### config.mk
export PLATFORM = sky130hd
export DESIGN_NAME = power_rail_sequencer_top_flat
export DESIGN_NICKNAME = d
export VERILOG_FILES = /design/src/rtl/core/prs_pkg.sv /design/src/rtl/core/prs_req_if.sv /design/src/rtl/core/prs_res_if.sv /design/src/rtl/core/power_rail_sequencer_top.sv /design/src/flat_wrapper.sv
export SDC_FILE = /design/constraint.sdc
export NUM_CORES = 1
export LEC_CHECK = 0
export BUFFER_PORTS_ARGS = -buffer_cell sky130_fd_sc_hd__buf_2
export CELL_PAD_IN_SITES_DETAIL_PLACEMENT = 0
export CELL_PAD_IN_SITES_GLOBAL_PLACEMENT = 1
export CORE_MARGIN = 8
export CORE_UTILIZATION = 51
export CTS_CLUSTER_DIAMETER = 40
export CTS_CLUSTER_SIZE = 40
export DETAILED_ROUTE_END_ITERATION = 10
export GPL_TIMING_DRIVEN = 1
export PLACE_DENSITY = 0.95
export SLEW_MARGIN = 20
export SYNTH_ARGS = -nofsm -noshare
export SYNTH_HDL_FRONTEND = slang
export SYNTH_SLANG_ARGS = --single-unit
### constraint.sdc
create_clock -name clk -period 8.6 [get_ports clk]
set_input_delay 0.43 -clock clk [delete_from_list [all_inputs] [get_ports clk]]
set_output_delay 0.43 -clock clk [all_outputs]
set_load 0.005 [all_outputs]
### src/rtl/core/prs_pkg.sv
`timescale 1ns / 1ps
// ----------------------------------------------------------------------------
// Power rail sequencer package
// Shared types, widths, command and register codes, and the domain mask helper.
// ----------------------------------------------------------------------------
package prs_pkg;

    localparam int NUM_STEPS = 5;
    localparam int RAIL_BITS = 6;
    localparam int STEP_W    = 3;
    localparam int TIMER_W   = 10;
    localparam int COUNT_W   = 8;
    localparam int CFG_IDX_W = 3;
    localparam int CFG_DAT_W = 10;

    typedef enum logic [1:0] {
        REQ_TICK  = 2'd0,
        REQ_ON    = 2'd1,
        REQ_OFF   = 2'd2,
        REQ_CYCLE = 2'd3
    } req_code_t;

    typedef enum logic [CFG_IDX_W-1:0] {
        CFG_SETTLE   = 3'd0,
        CFG_INTERVAL = 3'd1,
        CFG_LIMIT    = 3'd2,
        CFG_HOLD     = 3'd3,
        CFG_RELEASE  = 3'd4
    } cfg_code_t;

    typedef enum logic [6:0] {
        PH_IDLE       = 7'b0000001,
        PH_ON_SETTLE  = 7'b0000010,
        PH_ON_POLL    = 7'b0000100,
        PH_ON_RELEASE = 7'b0001000,
        PH_OFF_SETTLE = 7'b0010000,
        PH_OFF_POLL   = 7'b0100000,
        PH_CYCLE_HOLD = 7'b1000000
    } phase_t;

    typedef struct packed {
        logic [RAIL_BITS-1:0] rail_enables;
        logic                 cpu_reset;
        logic                 busy_res;
        logic                 done_res;
        logic                 timed_out;
        logic [STEP_W-1:0]    failed_step;
        logic                 cmd_rejected;
    } res_t;

    // Domain 0 drives LPD and MIO together; every later domain owns one rail.
    function automatic logic [RAIL_BITS-1:0] dom_mask(input logic [STEP_W-1:0] d);
        logic [RAIL_BITS-1:0] m;
        if (d == '0)
        begin
            m = RAIL_BITS'(3);
        end
        else
        begin
            m = RAIL_BITS'(1) << ({1'b0, d} + (STEP_W+1)'(1));
        end
        return m;
    endfunction

    function automatic logic [TIMER_W-1:0] load_delay(input logic [TIMER_W-1:0] t);
        return (t == '0) ? '0 : t - TIMER_W'(1);
    endfunction

endpackage

### src/rtl/core/prs_req_if.sv
`timescale 1ns / 1ps
// ----------------------------------------------------------------------------
// Request channel interface
// Carries one command beat: request code and the sampled power-good bits.
// ----------------------------------------------------------------------------
interface prs_req_if;
    logic       valid;
    logic       ready;
    logic [1:0] req_type;
    logic [5:0] rails_good;

    modport source (output valid, output req_type, output rails_good, input ready);
    modport sink   (input valid, input req_type, input rails_good, output ready);
endinterface

### src/rtl/core/prs_res_if.sv
`timescale 1ns / 1ps
// ----------------------------------------------------------------------------
// Result channel interface
// Carries one status beat per request: drives, reset line and sequence flags.
// ----------------------------------------------------------------------------
interface prs_res_if;
    logic       valid;
    logic       ready;
    logic [5:0] rail_enables;
    logic       cpu_reset;
    logic       busy_res;
    logic       done_res;
    logic       timed_out;
    logic [2:0] failed_step;
    logic       cmd_rejected;

    modport source (output valid, output rail_enables, output cpu_reset, output busy_res,
                    output done_res, output timed_out, output failed_step,
                    output cmd_rejected, input ready);
    modport sink   (input valid, input rail_enables, input cpu_reset, input busy_res,
                    input done_res, input timed_out, input failed_step,
                    input cmd_rejected, output ready);
endinterface

### src/rtl/core/power_rail_sequencer_top.sv
`timescale 1ns / 1ps
// The result beat for a request is registered and valid in the cycle after it is taken.
// Throughput: one request per cycle unless res stalls; the sequencer state and result
// register update in one pass; the result register frees on the cycle it is drained.
// Reset: all rails off, processor reset asserted, sequencer idle, registers at defaults.
// ----------------------------------------------------------------------------
// Power rail sequencer top level
// Steps five power domains up or down on tick beats and manages the CPU reset.
// ----------------------------------------------------------------------------
module power_rail_sequencer_top (
    input  logic                          clk,
    input  logic                          rst_n,
    input  logic                          cfg_we,
    input  logic [prs_pkg::CFG_IDX_W-1:0] cfg_index,
    input  logic [prs_pkg::CFG_DAT_W-1:0] cfg_data,
    prs_req_if.sink                       req,
    prs_res_if.source                     res
);
    import prs_pkg::*;

    logic [TIMER_W-1:0]   settle_reg;
    logic [COUNT_W-1:0]   interval_reg;
    logic [COUNT_W-1:0]   limit_reg;
    logic [TIMER_W-1:0]   hold_reg;
    logic [COUNT_W-1:0]   release_reg;

    phase_t               phase_reg,  phase_next;
    logic [STEP_W-1:0]    step_reg,   step_next;
    logic [TIMER_W-1:0]   timer_reg,  timer_next;
    logic [COUNT_W-1:0]   pcnt_reg,   pcnt_next;
    logic [RAIL_BITS-1:0] en_reg,     en_next;
    logic                 rline_reg,  rline_next;
    logic [STEP_W-1:0]    failed_reg, failed_next;

    res_t                 res_reg,    res_next;
    logic                 res_valid_reg;

    logic                 acc;
    logic                 chk_off;
    logic                 start;
    logic                 start_off;
    logic                 ok;
    logic                 done_f;
    logic                 tout_f;
    logic [STEP_W-1:0]    cur_dom;
    logic [STEP_W-1:0]    start_dom;
    logic [RAIL_BITS-1:0] cur_mask;
    logic [RAIL_BITS-1:0] start_mask;
    logic [COUNT_W-1:0]   lim;
    logic [COUNT_W-1:0]   pcnt_inc;

    assign req.ready = !res_valid_reg || res.ready;
    assign acc       = req.valid && req.ready;

    // Configuration registers.
    always_ff @(posedge clk or negedge rst_n)
    begin
        if (!rst_n)
        begin
            settle_reg   <= TIMER_W'(100);
            interval_reg <= COUNT_W'(10);
            limit_reg    <= COUNT_W'(100);
            hold_reg     <= TIMER_W'(100);
            release_reg  <= COUNT_W'(1);
        end
        else if (cfg_we)
        begin
            unique case (cfg_index)
                CFG_SETTLE:   settle_reg   <= cfg_data;
                CFG_INTERVAL: interval_reg <= cfg_data[COUNT_W-1:0];
                CFG_LIMIT:    limit_reg    <= cfg_data[COUNT_W-1:0];
                CFG_HOLD:     hold_reg     <= cfg_data;
                CFG_RELEASE:  release_reg  <= cfg_data[COUNT_W-1:0];
                default:      ;
            endcase
        end
    end

    assign chk_off  = (phase_reg == PH_OFF_SETTLE) || (phase_reg == PH_OFF_POLL);
    assign cur_dom  = chk_off ? (STEP_W'(NUM_STEPS - 1) - step_reg) : step_reg;
    assign cur_mask = dom_mask(cur_dom);
    assign ok       = chk_off ? ((req.rails_good & cur_mask) == '0)
                              : ((req.rails_good & cur_mask) == cur_mask);
    assign lim      = (limit_reg == '0) ? COUNT_W'(1) : limit_reg;
    assign pcnt_inc = pcnt_reg + COUNT_W'(1);

    always_comb
    begin
        phase_next  = phase_reg;
        step_next   = step_reg;
        timer_next  = timer_reg;
        pcnt_next   = pcnt_reg;
        en_next     = en_reg;
        rline_next  = rline_reg;
        failed_next = failed_reg;
        done_f      = 1'b0;
        tout_f      = 1'b0;
        start       = 1'b0;
        start_off   = 1'b0;
        res_next    = '0;

        unique case (phase_reg)
            PH_IDLE:
            begin
                if (req.req_type == REQ_ON || req.req_type == REQ_OFF)
                begin
                    start     = 1'b1;
                    start_off = (req.req_type == REQ_OFF);
                    step_next = '0;
                end
                else if (req.req_type == REQ_CYCLE)
                begin
                    rline_next = 1'b1;
                    timer_next = load_delay(hold_reg);
                    phase_next = PH_CYCLE_HOLD;
                end
            end
            PH_ON_SETTLE, PH_ON_POLL, PH_OFF_SETTLE, PH_OFF_POLL:
            begin
                if (timer_reg != '0)
                begin
                    timer_next = timer_reg - TIMER_W'(1);
                end
                else if (ok)
                begin
                    if ({1'b0, step_reg} + (STEP_W+1)'(1) < (STEP_W+1)'(NUM_STEPS))
                    begin
                        step_next = step_reg + STEP_W'(1);
                        start     = 1'b1;
                        start_off = chk_off;
                    end
                    else if (chk_off)
                    begin
                        rline_next = 1'b1;
                        done_f     = 1'b1;
                        phase_next = PH_IDLE;
                    end
                    else
                    begin
                        timer_next = load_delay({2'b00, release_reg});
                        phase_next = PH_ON_RELEASE;
                    end
                end
                else
                begin
                    pcnt_next = pcnt_inc;
                    if (pcnt_inc >= lim)
                    begin
                        failed_next = step_reg;
                        tout_f      = 1'b1;
                        phase_next  = PH_IDLE;
                    end
                    else
                    begin
                        timer_next = load_delay({2'b00, interval_reg});
                        phase_next = chk_off ? PH_OFF_POLL : PH_ON_POLL;
                    end
                end
            end
            PH_ON_RELEASE, PH_CYCLE_HOLD:
            begin
                if (timer_reg != '0)
                begin
                    timer_next = timer_reg - TIMER_W'(1);
                end
                else
                begin
                    rline_next = 1'b0;
                    done_f     = 1'b1;
                    phase_next = PH_IDLE;
                end
            end
            default:
            begin
                phase_next = PH_IDLE;
            end
        endcase

        // Opening a domain step: drive or drop its rails and start the settle wait.
        start_dom  = start_off ? (STEP_W'(NUM_STEPS - 1) - step_next) : step_next;
        start_mask = dom_mask(start_dom);
        if (start)
        begin
            en_next    = start_off ? (en_reg & ~start_mask) : (en_reg | start_mask);
            timer_next = load_delay(settle_reg);
            pcnt_next  = '0;
            phase_next = start_off ? PH_OFF_SETTLE : PH_ON_SETTLE;
        end

        res_next.rail_enables = en_next;
        res_next.cpu_reset    = rline_next;
        res_next.busy_res     = (phase_next != PH_IDLE);
        res_next.done_res     = done_f;
        res_next.timed_out    = tout_f;
        res_next.failed_step  = failed_next;
        res_next.cmd_rejected = (phase_reg != PH_IDLE) && (req.req_type != REQ_TICK);
    end

    always_ff @(posedge clk or negedge rst_n)
    begin
        if (!rst_n)
        begin
            phase_reg     <= PH_IDLE;
            step_reg      <= '0;
            timer_reg     <= '0;
            pcnt_reg      <= '0;
            en_reg        <= '0;
            rline_reg     <= 1'b1;
            failed_reg    <= '0;
            res_valid_reg <= 1'b0;
        end
        else
        begin
            if (acc)
            begin
                phase_reg     <= phase_next;
                step_reg      <= step_next;
                timer_reg     <= timer_next;
                pcnt_reg      <= pcnt_next;
                en_reg        <= en_next;
                rline_reg     <= rline_next;
                failed_reg    <= failed_next;
                res_valid_reg <= 1'b1;
            end
            else if (res.ready)
            begin
                res_valid_reg <= 1'b0;
            end
        end
    end

    always_ff @(posedge clk)
    begin
        if (acc)
        begin
            res_reg <= res_next;
        end
    end

    assign res.valid        = res_valid_reg;
    assign res.rail_enables = res_reg.rail_enables;
    assign res.cpu_reset    = res_reg.cpu_reset;
    assign res.busy_res     = res_reg.busy_res;
    assign res.done_res     = res_reg.done_res;
    assign res.timed_out    = res_reg.timed_out;
    assign res.failed_step  = res_reg.failed_step;
    assign res.cmd_rejected = res_reg.cmd_rejected;

    // A beat cannot report success and timeout together.
    a_done_xor_tout: assert property (@(posedge clk) disable iff (!rst_n)
        res_valid_reg |-> !(res_reg.done_res && res_reg.timed_out))
        else $error("done and timeout reported in the same beat");

    // A tick while idle keeps the sequencer idle.
    a_idle_tick: assert property (@(posedge clk) disable iff (!rst_n)
        (acc && phase_reg == PH_IDLE && req.req_type == REQ_TICK) |=> phase_reg == PH_IDLE)
        else $error("idle tick left the idle phase");

    // A command taken while idle is never flagged as rejected.
    a_no_reject_idle: assert property (@(posedge clk) disable iff (!rst_n)
        (acc && phase_reg == PH_IDLE) |=> !res_reg.cmd_rejected)
        else $error("command rejected while idle");

    // Sequencer state only moves on an accepted beat.
    a_timer_hold: assert property (@(posedge clk) disable iff (!rst_n)
        !acc |=> ($stable(timer_reg) && $stable(en_reg) && $stable(phase_reg)))
        else $error("sequencer state changed without a request beat");

    // The check count never exceeds the effective poll limit.
    a_pcnt_bound: assert property (@(posedge clk) disable iff (!rst_n)
        (phase_reg == PH_ON_POLL || phase_reg == PH_OFF_POLL) |-> pcnt_reg < lim)
        else $error("poll count ran past the limit");

endmodule

### src/flat_wrapper.sv
// flat-port wrapper written by rule: the top's interface ports become plain ports
module power_rail_sequencer_top_flat import prs_pkg::*;
  (clk, rst_n, cfg_we, cfg_index, cfg_data, req_valid, req_req_type, req_rails_good, req_ready, res_valid, res_rail_enables, res_cpu_reset, res_busy_res, res_done_res, res_timed_out, res_failed_step, res_cmd_rejected, res_ready);
  prs_req_if req_i ();
  prs_res_if res_i ();
  input  logic clk;
  input  logic rst_n;
  input  logic cfg_we;
  input  logic [prs_pkg::CFG_IDX_W-1:0] cfg_index;
  input  logic [prs_pkg::CFG_DAT_W-1:0] cfg_data;
  input wire logic [$bits(req_i.valid)-1:0] req_valid;
  input wire logic [$bits(req_i.req_type)-1:0] req_req_type;
  input wire logic [$bits(req_i.rails_good)-1:0] req_rails_good;
  output wire logic [$bits(req_i.ready)-1:0] req_ready;
  output wire logic [$bits(res_i.valid)-1:0] res_valid;
  output wire logic [$bits(res_i.rail_enables)-1:0] res_rail_enables;
  output wire logic [$bits(res_i.cpu_reset)-1:0] res_cpu_reset;
  output wire logic [$bits(res_i.busy_res)-1:0] res_busy_res;
  output wire logic [$bits(res_i.done_res)-1:0] res_done_res;
  output wire logic [$bits(res_i.timed_out)-1:0] res_timed_out;
  output wire logic [$bits(res_i.failed_step)-1:0] res_failed_step;
  output wire logic [$bits(res_i.cmd_rejected)-1:0] res_cmd_rejected;
  input wire logic [$bits(res_i.ready)-1:0] res_ready;
  assign req_i.valid = req_valid;
  assign req_i.req_type = req_req_type;
  assign req_i.rails_good = req_rails_good;
  assign req_ready = req_i.ready;
  assign res_valid = res_i.valid;
  assign res_rail_enables = res_i.rail_enables;
  assign res_cpu_reset = res_i.cpu_reset;
  assign res_busy_res = res_i.busy_res;
  assign res_done_res = res_i.done_res;
  assign res_timed_out = res_i.timed_out;
  assign res_failed_step = res_i.failed_step;
  assign res_cmd_rejected = res_i.cmd_rejected;
  assign res_i.ready = res_ready;
  power_rail_sequencer_top u_core (.clk(clk), .rst_n(rst_n), .cfg_we(cfg_we), .cfg_index(cfg_index), .cfg_data(cfg_data), .req(req_i), .res(res_i));
endmodule
# Word level (Yosys, flattened, before mapping)
# Cells that the tools add are included.
[classes]
addsub = 12
magnitude_cmp = 2
n_eq_ne = 25
shifts = 2
mux = 74
n_bitwise = 5
reduce_logical = 30
[ops]
columns = ["cell", "count"]
rows = [
  ["$mux 10", 13],
  ["$mux 7", 8],
  ["$mux 8", 5],
  ["$mux 3", 10],
  ["$mux 6", 5],
  ["$pmux 10 s3", 1],
  ["$sub 10x1->10 const B", 3],
  ["$logic_not 8->1", 3],
  ["$mux 1", 24],
  ["$pmux 7 s3", 1],
  ["$logic_not 10->1", 2],
  ["$sub 8x1->9 const B", 2],
  ["$ne 7x1->1 const B", 2],
  ["$add 3x1->4 const B", 3],
  ["$and 6x6->6", 2],
  ["$shl 1x4->6 const A", 2],
  ["$reduce_and 2->1", 5],
  ["$reduce_bool 10->1", 1],
  ["$logic_not 3->1", 3],
  ["$add 8x1->8 const B", 1],
  ["$ge 8x8->1", 1],
  ["$reduce_and 8->1", 1],
  ["$eq 7x1->1 const B", 1],
  ["$eq 7x2->1 const B", 1],
  ["38 further kinds", 50],
]
[totals]
reg_bits = 97
input_bits = 26
output_inout_bits = 16
wordCells = 170

# Depth between registers and ports, before layout
# Gate-level depths: netlist (run 1).
[logic_depth]
word_depth = 21
ltp_mapped = 18
ltp_nobuf = 15

# Least setup slack after synthesis (run 1)
# Ideal clock, no wire load.
[synth_path]
path_type = "reg2reg"
startpoint = "register u_core.step_reg[0]"
endpoint = "register u_core.en_reg[3]"
setup_time_ns = 0.125
t_arrival_ns = 4.817
t_required_ns = 8.475
path_slack_ns = 3.658
path_stages_with_launch = 18
path_cell_list = "dfrtp_1 > clkbuf_1 > inv_1 > ha_1 > nand2_1 > and4bb_1 > o21ai_1 > a31oi_2 > o31ai_4 > nand4b_1 > mux2i_1 > inv_1 > ha_1 > clkbuf_1 > or4b_1 > mux2_4 > or4_4 > mux2_4"
[synth_via]
elab_chain_len = 20
word_cells_on_any_way = 37
classes_between = "6 x add/sub; 1 x order compare; 1 x eq/ne; 2 x shift; 20 x mux; 4 x bitwise; 3 x reduce/logical"
[synth_rtl]
columns = ["element", "line", "text"]
rows = [
  ["start, declared", "power_rail_sequencer_top.sv:28", "logic [STEP_W-1:0] step_reg, step_next;"],
  ["start signal, assigned", "power_rail_sequencer_top.sv:217", "step_reg <= step_next;"],
  ["$sub 3x3->3", "power_rail_sequencer_top.sv:80", "assign cur_dom = chk_off ? (STEP_W'(NUM_STEPS - 1) - step_reg) : step_reg;"],
  ["$mux 3", "power_rail_sequencer_top.sv:80", ""],
  ["$add 3x1->4", "prs_pkg.sv:60", "m = RAIL_BITS'(1) << ({1'b0, d} + (STEP_W+1)'(1));"],
  ["$shl 1x4->6", "prs_pkg.sv:60", ""],
  ["$mux 6", "prs_pkg.sv:54", "if (d == '0)"],
  ["$and 6x6->6", "power_rail_sequencer_top.sv:82, power_rail_sequencer_top.sv:83", ""],
  ["$eq 6x6->1 / $logic_not 6->1 (equally long branches)", "power_rail_sequencer_top.sv:83, power_rail_sequencer_top.sv:82", ""],
  ["$mux 1", "power_rail_sequencer_top.sv:82", "assign ok = chk_off ? ((req.rails_good & cur_mask) == '0)"],
  ["[... 4 more ...]", "-", ""],
  ["$mux 3", "power_rail_sequencer_top.sv:180", "start_dom = start_off ? (STEP_W'(NUM_STEPS - 1) - step_next) : step_next;"],
  ["$add 3x1->4", "prs_pkg.sv:60", ""],
  ["$shl 1x4->6", "prs_pkg.sv:60", ""],
  ["$mux 6", "prs_pkg.sv:54", ""],
  ["$not 6->6", "power_rail_sequencer_top.sv:184", "en_next = start_off ? (en_reg & ~start_mask) : (en_reg | start_mask);"],
  ["$and 6x6->6", "power_rail_sequencer_top.sv:184", ""],
  ["$mux 6", "power_rail_sequencer_top.sv:184", ""],
  ["$mux 6 *", "power_rail_sequencer_top.sv:182", "if (start)"],
  ["end signal, assigned", "power_rail_sequencer_top.sv:220", "en_reg <= en_next;"],
  ["end, declared", "power_rail_sequencer_top.sv:31", "logic [RAIL_BITS-1:0] en_reg, en_next;"],
]
# Mark *: on every way between the ends. The rest lies on a longest branch, timed or not.
# A chain may end at the register's enable or synchronous reset.

# Final worst setup path (run 1)
# Same ends and word-level chain as after synthesis.

==> impl_metrics.env, run 1 <==
export IMPL_outcome="complete, no violations"
export IMPL_yosysMostFrequentCell="nand2_1"
export IMPL_start_kind="flip-flop"
export IMPL_yosysWarningCount=0
export IMPL_grt_pass1_wl_um=25560
export IMPL_critPathMaxStageDelay_ps=570
export IMPL_clock_skew_ps=9.481
export IMPL_path_clk_slew_ps=70
export IMPL_postSynthNetCount=716
export IMPL_critPathRequiredTime_ps=8840
export IMPL_io_buffers=41
export IMPL_syn_area_per_cell_um2=9.265
export IMPL_rrSetupSlack_ps=3230
export IMPL_worstSetupPathType="flip-flop to flip-flop"
export IMPL_final_period_utilization_pct=62.40
export IMPL_maxCapViolCount=0
export IMPL_use_met1_pct=23.37
export IMPL_ys_async_sr_fraction_pct=85.57
export IMPL_max_freq_mhz=186.4
export IMPL_arrival_ps=5610
export IMPL_drive_gt1_share_pct=19.37
export IMPL_ys_top_cells_by_count="nand2_1, dfrtp_1, nor2_1"
export IMPL_rsz0062_at_grt="false"
export IMPL_fin_nets=746
export IMPL_ys_ff_latch=97
export IMPL_yosys_area_top_type_share_pct=27.94
export IMPL_die_x_um=126.1
export IMPL_core_um2=11910
export IMPL_reg2regPathDepth=15
export IMPL_drtIter0Drc=296
export IMPL_fin_tns_setup_ps=0
export IMPL_place_congestion=0.9197
export IMPL_grt_max_degree=84
export IMPL_htree_levels=3
export IMPL_grt_overflow_total=0
export IMPL_vias=5120
export IMPL_cp_slowest_cell="or4b_1"
export IMPL_crit_buf_inv=2
export IMPL_wl_per_cell_um=17.84
export IMPL_via_per_inst=6.031
export IMPL_slew_violations=0
export IMPL_clockBufferDepth=2
export IMPL_die_y_um=126.1
export IMPL_powerDensity_nw_per_um2=246.6
export IMPL_dp_hpwl_um=11010
export IMPL_wl_um=15150
export IMPL_cp_top_family="simple AND/OR/NAND/NOR gates"
export IMPL_num_rows=40
export IMPL_synth_distinct_cells=73
export IMPL_grt_busiest_layer="met2"
export IMPL_numCtsBuffers=9
export IMPL_cts_tree="done"
export IMPL_cts_resized=0
export IMPL_vdd_drop_max_v=0.0001789
export IMPL_slew_headroom_pct=24.54
export IMPL_register_area_um2=2515
export IMPL_clock_sinks=97
export IMPL_ctsHoldBuffers=0
export IMPL_cp_num_cells=15
export IMPL_r2r_end="u_core.en_reg[3]$_DFFE_PN0P_"
export IMPL_ios=42
export IMPL_crit_path_max_fanout=11
export IMPL_netlist_top_cells_area="dfrtp_1, mux2_2, edfxtp_1"
export IMPL_synth_edf_count=14
export IMPL_antenna_left=0
export IMPL_diodes=0
export IMPL_p_leak_nw=2.858
export IMPL_multiInputGateArea_um2=3448
export IMPL_drc=0
export IMPL_synthCells=667
export IMPL_insertion_delay_ps=350
export IMPL_die_area_um2=15890
export IMPL_power_mw=1.685
export IMPL_cts_root_buffer="clkbuf_16"
export IMPL_start_util_pct=51.88
export IMPL_timing_rr_start="u_core.step_reg[0]$_DFFE_PN0P_"
export IMPL_post_cts_setup_buffers=0
export IMPL_period_needed_ps=5366
export IMPL_first_pass_iters=5
export IMPL_finalSetupViolCount=0
export IMPL_ys_seq_area_share_pct=40.70
export IMPL_crit_chain="inv_1 -> ha_1 -> nand2_1 -> and4bb_1 -> o21ai_1 -> a31oi_2 -> o31ai_4 -> nand4b_1 -> mux2i_1 -> inv_1 -> ha_1 -> or4b_1 -> mux2_4 -> or4_4 -> mux2_4"
export IMPL_n_fill_cell=1049
export IMPL_ys_flop_type="dfrtp_1"
export IMPL_synth_top_area_cell="dfrtp_1"
export IMPL_grtUsageMet2_pct=34.37
export IMPL_worst_pin_slew_ps=1122
export IMPL_netlist_area_um2=6180
export IMPL_end_kind="flip-flop"
export IMPL_area_growth_synth_to_final_pct=10.59
export IMPL_antenna_found_initial=0
export IMPL_min_path_type="input port to async pin"
export IMPL_grt_pass1_vias=5230
export IMPL_met3_usage_pct=3.291
export IMPL_grt_usage_pct=19.62
export IMPL_hold_viol_final=0
[cells by family after synthesis]
group / share of synthesized area (%)
muxes: 9.435
adders and majority gates: 4.657
xor gates and xnor gates: 5.507
and+or+nand+nor: 21.08
DFF: 40.70
AOI/OAI and AO/OA: 14.96
buffers and inverters: 3.665
[metrics by stage]
step / hold slack (ps) / cell area [um^2] / instances / worst slack, ps / utilization, %
after floorplan: 134.4 / 6180 / 667 / 3658 / -
after global placement: 455.6 / 6496 / 833 / 3443 / 54.54
after detailed placement: 458.5 / 6496 / 833 / 3294 / 54.54
after CTS: 295.6 / 6825 / 849 / 3276 / 57.30
after global routing: 198.8 / 6834 / 849 / 2794 / 57.37
final: 125.4 / 6834 / 849 / 3234 / 57.37
[layer usage]
layer	wire length [um]	up-vias	part of all wire, %
li1	-	2473	-
met1	6733	2493	44
met2	7476	135	49
met3	609	19	4.0
met4	331	0	2.2
met5	0	-	0
[report_power, final]
group	switching [mW]	internal, mW	total (mW)
Sequential	0.0991	0.574	0.673
Combinational	0.320	0.248	0.568
Clock	0.172	0.271	0.444
[how the worst max path moves through the flow]
stage / startpoint / endpoint / slack, ps
2_1_floorplan: u_core.step_reg[0]$_DFFE_PN0P_ / u_core.en_reg[3]$_DFFE_PN0P_ / 3660
3_3_place_gp: u_core.step_reg[0]$_DFFE_PN0P_ / u_core.en_reg[3]$_DFFE_PN0P_ / 3440
3_5_place_dp: u_core.step_reg[0]$_DFFE_PN0P_ / u_core.en_reg[3]$_DFFE_PN0P_ / 3290
4_1_cts: u_core.step_reg[0]$_DFFE_PN0P_ / u_core.en_reg[3]$_DFFE_PN0P_ / 3280
5_1_grt: u_core.step_reg[0]$_DFFE_PN0P_ / u_core.en_reg[3]$_DFFE_PN0P_ / 2790
6_report: u_core.step_reg[0]$_DFFE_PN0P_ / u_core.en_reg[3]$_DFFE_PN0P_ / 3230
[layout by cell type (no fill, tap or decap), types with 4 or more instances in the layout]
master     count
a21o_1         4
a21oi_1       26
a221oi_1       4
a31oi_1        5
and3_1         5
buf_2         40
buf_4          5
clkbuf_16      9
dfrtp_1       69
dfstp_2       14
edfxtp_1      14
ha_1          23
inv_1         29
mux2_2        41
mux2i_1        8
nand2_1       93
nand2b_1       8
nand3_1       21
nand4_1        8
nor2_1        48
nor2b_1        5
nor3_1        17
nor3b_1        5
nor4_1         8
o21ai_0       45
o22a_1         4
o22ai_1       13
o31ai_1        8
or2_2          4
or3_1         12
or4_1          4
xnor2_1       19
xor2_1        18
[cell type report]
| class | instances | area share, % |
|---|---|---|
| clock buffer | 12 | 3.753 |
| clock inverter | 4 | 1.062 |
| inverter | 29 | 1.593 |
| multi-input combinational | 514 | 50.46 |
| sequential | 97 | 36.80 |
| tap | 147 | 2.691 |
| timing repair buffer | 46 | 3.643 |
(Power assumes the default switching activity.)
==> inputs of run 2 (changes only) <==
--- a/config.mk
+++ b/config.mk
@@ -9,12 +9,12 @@
 export CELL_PAD_IN_SITES_DETAIL_PLACEMENT = 0
 export CELL_PAD_IN_SITES_GLOBAL_PLACEMENT = 1
 export CORE_MARGIN = 8
-export CORE_UTILIZATION = 51
+export CORE_UTILIZATION = 43
 export CTS_CLUSTER_DIAMETER = 40
 export CTS_CLUSTER_SIZE = 40
 export DETAILED_ROUTE_END_ITERATION = 10
 export GPL_TIMING_DRIVEN = 1
-export PLACE_DENSITY = 0.95
+export PLACE_DENSITY = 0.87
 export SLEW_MARGIN = 20
 export SYNTH_ARGS = -nofsm -noshare
 export SYNTH_HDL_FRONTEND = slang
==> constraint.sdc (replaced) <==
create_clock -name clk -period 4.8 [get_ports clk]
set_input_delay 0.24 -clock clk [delete_from_list [all_inputs] [get_ports clk]]
set_output_delay 0.24 -clock clk [all_outputs]
set_load 0.005 [all_outputs]
==> impl_metrics.env, run 2 (same netlist as run 1, synthesis figures left out) <==
export IMPL_clock_skew_ps=9.813
export IMPL_via_per_inst=5.784
export IMPL_fin_tns_setup_ps=0
export IMPL_reg2regPathDepth=16
export IMPL_start_kind="flip-flop"
export IMPL_max_freq_mhz=218.7
export IMPL_drc=0
export IMPL_critPathRequiredTime_ps=5040
export IMPL_num_rows=44
export IMPL_rsz0062_at_grt="false"
export IMPL_htree_levels=3
export IMPL_first_pass_iters=5
export IMPL_place_congestion=0.9298
export IMPL_outcome="complete, no violations"
export IMPL_die_x_um=135.9
export IMPL_final_period_utilization_pct=95.24
export IMPL_wl_um=16050
export IMPL_cts_tree="done"
export IMPL_slew_violations=0
export IMPL_worst_pin_slew_ps=1033
export IMPL_grt_usage_pct=17.93
export IMPL_antenna_found_initial=0
export IMPL_min_path_type="input port to flip-flop"
export IMPL_die_area_um2=18460
export IMPL_start_util_pct=43.17
export IMPL_finalSetupViolCount=0
export IMPL_ios=42
export IMPL_fin_nets=762
export IMPL_grt_overflow_total=0
export IMPL_clock_sinks=97
export IMPL_wl_per_cell_um=17.79
export IMPL_path_clk_slew_ps=70
export IMPL_io_buffers=41
export IMPL_drive_gt1_share_pct=21.73
export IMPL_hold_depth=2
export IMPL_slew_headroom_pct=31.01
export IMPL_p_leak_nw=2.915
export IMPL_antenna_left=0
export IMPL_vias=5217
export IMPL_insertion_delay_ps=360
export IMPL_hold_viol_final=0
export IMPL_worstSetupPathType="flip-flop to flip-flop"
export IMPL_cts_root_buffer="clkbuf_16"
export IMPL_end_kind="flip-flop"
export IMPL_core_um2=14310
export IMPL_grt_max_degree=67
export IMPL_powerDensity_nw_per_um2=429.2
export IMPL_grt_pass1_wl_um=26360
export IMPL_clockBufferDepth=2
export IMPL_layout_common_cells="nand2_1, dfrtp_1, nor2_1"
export IMPL_vdd_drop_max_v=0.0003453
export IMPL_diodes=0
export IMPL_area_growth_synth_to_final_pct=13.14
export IMPL_drtIter0Drc=327
export IMPL_die_y_um=135.9
export IMPL_maxCapViolCount=0
export IMPL_holdWs_ps=80.84
export IMPL_power_mw=3.001
export IMPL_crit_path_max_fanout=9
export IMPL_arrival_ps=4810
export IMPL_grt_pass1_vias=5256
export IMPL_numCtsBuffers=9
export IMPL_dp_hpwl_um=11910
export IMPL_layout_commonest_cell="nand2_1"
export IMPL_period_needed_ps=4572
==> run 2: cell types whose count changed in the layout (fill, tap and decap cells not counted), moves of 2 or more <==
cell,before,now
clkbuf_8,2,0
buf_4,5,21
clkinv_2,0,2
inv_6,0,2
==> run 2: layout make-up <==
cell class	count	area [um^2]
repair buffers	62	367.9
clock inverters	6	63.81
multi-input cells	514	3476
inverters	29	108.9
well taps	184	230.2
clock buffers	10	229.0
flip-flops and latches	97	2516
fillers	1359	7322
==> run 2: final timing paths <==
kind	from	to	slack (ps)
min in group asynchronous	rst_n	u_core.phase_reg[5]$_DFFE_PN0P_	290
worst max-delay path	u_core.step_reg[0]$_DFFE_PN0P_	u_core.en_reg[3]$_DFFE_PN0P_	230
max in group asynchronous	rst_n	u_core.pcnt_reg[4]$_DFFE_PN0P_	3360
worst min-delay path	req_valid	u_core.res.valid$_DFFE_PN0P_	80
worst max register to register	u_core.step_reg[0]$_DFFE_PN0P_	u_core.en_reg[3]$_DFFE_PN0P_	230
worst min register to register	u_core.failed_reg[1]$_DFFE_PN0P_	u_core.failed_reg[1]$_DFFE_PN0P_	480
==> run 2: critical path, stage by stage, from the launching register on <==
cell      delay (ps)
dfrtp_1          350
inv_1             80
ha_1             350
nand2_1           90
and4bb_1         240
o21ai_1          170
a31oi_2          160
o31ai_4          300
buf_4            210
a41oi_1          140
a41oi_2          260
buf_4            210
ha_1             290
or4b_1           500
mux2_4           320
or4_4            490
mux2_4           310
==> run 2: where the power goes <==
part	leakage (nW)	internal [mW]	switching (mW)
logic	1.64	0.469	0.593
registers	1.13	1.03	0.176
clock network	0.148	0.407	0.328
total	2.92	1.90	1.10
==> run 2: repair_timing <==
action                                 4_1_cts  5_1_grt
endpoints found under the hold margin       16        0
buffers inserted                             0        1
gates resized for setup                      0        3
setup endpoints to repair                    0        1
hold buffers                                 1        0
==> run 2: per-stage QoR <==
stage | std cells | util, % | area, um^2 | setup WS, ps
5_1_grt | 902 | 48.85 | 6992 | 38.66
3_3_place_gp | 884 | 46.58 | 6668 | 342.6
3_5_place_dp | 884 | 46.58 | 6668 | 157.9
4_1_cts | 901 | 48.70 | 6970 | 107.1
6_report | 902 | 48.85 | 6992 | 228.5
2_1_floorplan | 667 | - | 6201 | 73.70
==> run 2: metal layers <==
layer / GRT usage (%) / vias up / part of all wire, % / wire (um)
met1: 22.60 / 2543 / 45 / 7151
met4: 5.369 / 0 / 2.0 / 326
met2: 29.70 / 140 / 48 / 7724
met5: 0 / - / 0 / 0
li1: - / 2509 / - / -
met3: 4.508 / 25 / 5.3 / 844
==> inputs of run 3 (changes only) <==
--- a/config.mk
+++ b/config.mk
@@ -5,16 +5,17 @@
 export SDC_FILE = /design/constraint.sdc
 export NUM_CORES = 1
 export LEC_CHECK = 0
+export ABC_AREA = 1
 export BUFFER_PORTS_ARGS = -buffer_cell sky130_fd_sc_hd__buf_2
 export CELL_PAD_IN_SITES_DETAIL_PLACEMENT = 0
 export CELL_PAD_IN_SITES_GLOBAL_PLACEMENT = 1
 export CORE_MARGIN = 8
-export CORE_UTILIZATION = 43
+export CORE_UTILIZATION = 41
 export CTS_CLUSTER_DIAMETER = 40
 export CTS_CLUSTER_SIZE = 40
 export DETAILED_ROUTE_END_ITERATION = 10
 export GPL_TIMING_DRIVEN = 1
-export PLACE_DENSITY = 0.87
+export PLACE_DENSITY = 0.86
 export SLEW_MARGIN = 20
 export SYNTH_ARGS = -nofsm -noshare
 export SYNTH_HDL_FRONTEND = slang
==> impl_metrics.env, run 3 <==
export IMPL_finalSetupViolCount=0
export IMPL_num_rows=44
export IMPL_final_period_utilization_pct=73.87
export IMPL_ys_seq_area_share_pct=41.38
export IMPL_post_cts_setup_buffers=0
export IMPL_clock_skew_ps=6.321
export IMPL_drive_gt1_share_pct=14.35
export IMPL_ios=42
export IMPL_first_pass_iters=5
export IMPL_grt_max_degree=47
export IMPL_ys_ff_latch=97
export IMPL_antenna_left=0
export IMPL_crit_path_max_fanout=19
export IMPL_dp_hpwl_um=10670
export IMPL_vdd_drop_max_v=0.0002445
export IMPL_yosys_area_top_type_share_pct=28.41
export IMPL_layout_common_cells="nand2_1, inv_1, o21ai_0"
export IMPL_core_um2=14530
export IMPL_ys_top_cells_by_count="nand2_1, inv_1, o21ai_0"
export IMPL_antenna_found_initial=0
export IMPL_clock_sinks=97
export IMPL_outcome="complete, no violations"
export IMPL_die_x_um=137.7
export IMPL_vias=5095
export IMPL_crit_buf_inv=4
export IMPL_max_freq_mhz=282.0
export IMPL_worst_pin_slew_ps=829.4
export IMPL_switching_share_pct=39.14
export IMPL_place_inst=996
export IMPL_grt_overflow_total=0
export IMPL_yosysMostFrequentCell="nand2_1"
export IMPL_slew_violations=0
export IMPL_pwr_share_clk_pct=23.9
export IMPL_critPathMaxStageDelay_ps=460
export IMPL_ys_flop_type="dfrtp_1"
export IMPL_crit_chain="inv_1 -> ha_1 -> inv_1 -> nand2_1 -> nand2_1 -> nand3_1 -> nand2_4 -> inv_2 -> nand3_2 -> nor2_1 -> nor2_2 -> nand3_2 -> nand2_4 -> nand3_1 -> nand2_1 -> nand3_1 -> nand2_1 -> inv_1 -> ha_1 -> nor2_2 -> nand2_1 -> nor2_4 -> nand3_1 -> and2_1"
export IMPL_maxCapViolCount=0
export IMPL_via_per_inst=5.030
export IMPL_start_kind="flip-flop"
export IMPL_synth_top_area_cell="dfrtp_1"
export IMPL_postSynthNetCount=832
export IMPL_wl_um=14180
export IMPL_start_util_pct=41.81
export IMPL_area_growth_synth_to_final_pct=11.96
export IMPL_synth_distinct_cells=48
export IMPL_rsz0062_at_grt="false"
export IMPL_slew_headroom_pct=44.64
export IMPL_fin_tns_setup_ps=0
export IMPL_ys_async_sr_fraction_pct=85.57
export IMPL_p_sw_mw=1.266
export IMPL_layout_commonest_cell="nand2_1"
export IMPL_yosysWarningCount=0
export IMPL_arrival_ps=3650
export IMPL_netlist_area_um2=6077
export IMPL_end_kind="flip-flop"
export IMPL_numCtsBuffers=9
export IMPL_fin_cells=1013
export IMPL_cp_slowest_cell="dfrtp_1"
export IMPL_wl_per_cell_um=14.00
export IMPL_grt_pass1_wl_um=23740
export IMPL_drtIter0Drc=290
export IMPL_period_needed_ps=3546
export IMPL_die_area_um2=18970
export IMPL_synth_edf_count=14
export IMPL_insertion_delay_ps=350
export IMPL_syn_area_per_cell_um2=7.761
export IMPL_clockBufferDepth=2
export IMPL_io_buffers=41
export IMPL_power_frac_comb_pct=37.7
export IMPL_worstSetupPathType="flip-flop to flip-flop"
export IMPL_cp_top_family="simple AND/OR/NAND/NOR gates"
export IMPL_place_congestion=0.8297
export IMPL_netlist_top_cells_area="dfrtp_1, nand2_1, o21ai_0"
export IMPL_min_path_type="input port to flip-flop"
export IMPL_powerDensity_nw_per_um2=475.4
export IMPL_cts_tree="done"
export IMPL_cts_root_buffer="clkbuf_16"
export IMPL_die_y_um=137.7
export IMPL_path_clk_slew_ps=70
export IMPL_grt_pass1_vias=4866
export IMPL_hold_viol_final=0
export IMPL_diodes=0
export IMPL_synthCells=783
export IMPL_htree_levels=3
export IMPL_p_leak_nw=3.279
export IMPL_drc=0
export IMPL_grt_usage_pct=15.78
export IMPL_critPathRequiredTime_ps=4900
export IMPL_path_common_cell="nand2_1"
export IMPL_fin_nets=873
export IMPL_holdWs_ps=149.0
export IMPL_internal_power_mw=1.968
export IMPL_seq_power_share_pct=38.3
## run 3: cell types whose count changed in the layout (fill, tap and decap cells not counted), moves of 10 or more
cell and delta:
mux2_2 -41, a21oi_1 -15, nand2_1 +95, o21ai_0 +46, xnor2_1 -10, nand3_1 +34, xor2_1 +10, or3_1 -11
inv_2 +10, inv_1 +74, buf_4 -16
## run 3: layer usage
layer,track usage (%),share of wire [%]
met1,20.80,49
met2,25.55,45
met3,3.465,3.8
met4,4.358,1.5
met5,0,0
## run 3: worst min-delay path: cells and delay by family
kind                   cells  cell delay (ps)
buffers and inverters      2              140
AOI/OAI and AO/OA          1               70
## run 3: final timing paths
path,slack [ps],cells after the start,startpoint,to
setup / recovery,1250,24,u_core.step_reg[0]$_DFFE_PN0P_,u_core.res.rail_enables[2]$_DFFE_PP_
hold / removal,150,3,cfg_data[9],u_core.hold_reg[9]$_DFFE_PN0P_
setup reg to reg,1250,24,u_core.step_reg[0]$_DFFE_PN0P_,u_core.res.rail_enables[2]$_DFFE_PP_
hold reg to reg,480,2,u_core.en_reg[1]$_DFFE_PN0P_,u_core.en_reg[1]$_DFFE_PN0P_
max in group asynchronous,3400,3,rst_n,u_core.hold_reg[2]$_DFFE_PN1P_
min in group asynchronous,420,2,rst_n,u_core.failed_reg[0]$_DFFE_PN0P_
## run 3: layout make-up
type	count	area, um^2
Clock buffer	12	267.8
Multi-Input combinational cell	554	3052
Clock inverter	4	56.30
Tap cell	184	230.2
Fill cell	1469	7730
Inverter	116	435.4
Sequential cell	97	2515
Timing Repair Buffer	46	247.7
## run 3: logic make-up (layout without fill, tap and decap cells)
kind of cell | count (synthesis) | in the layout | synth area share, %
xor gates and xnor gates | 37 | 37 | 5.333
adders and majority gates | 23 | 23 | 4.735
buffers and inverters | 132 | 178 | 8.400
DFF | 97 | 97 | 41.38
and+or+nand+nor | 354 | 354 | 27.01
AOI/OAI and AO/OA | 140 | 140 | 13.14
## run 3: power by group through the flow
stage	registers, mW	clock network (mW)	logic (mW)
5_1_grt	1.27	0.824	1.40
2_1_floorplan	1.20	0	0.944
4_1_cts	1.24	0.793	1.23
3_5_place_dp	1.25	0	1.21
3_3_place_gp	1.25	0	1.21
6_report	1.24	0.774	1.22
## run 3: through the flow
stage	utilization (%)	power (mW)	cell area [um^2]	setup WS, ps
CTS	46.81	3.258	6804	1265
global route	46.81	3.493	6804	924.6
finish	46.81	3.235	6804	1254
global placement	44.52	2.458	6470	1324
detailed placement	44.52	2.467	6470	1285
floorplan	-	2.148	6077	1790
## run 3: what timing repair did
action / 4_1_cts / 5_1_grt
hold buffers: 1 / 0
hold endpoints to repair: 35 / 0
gates resized for setup: 0 / 0
setup endpoints to repair: 0 / 0
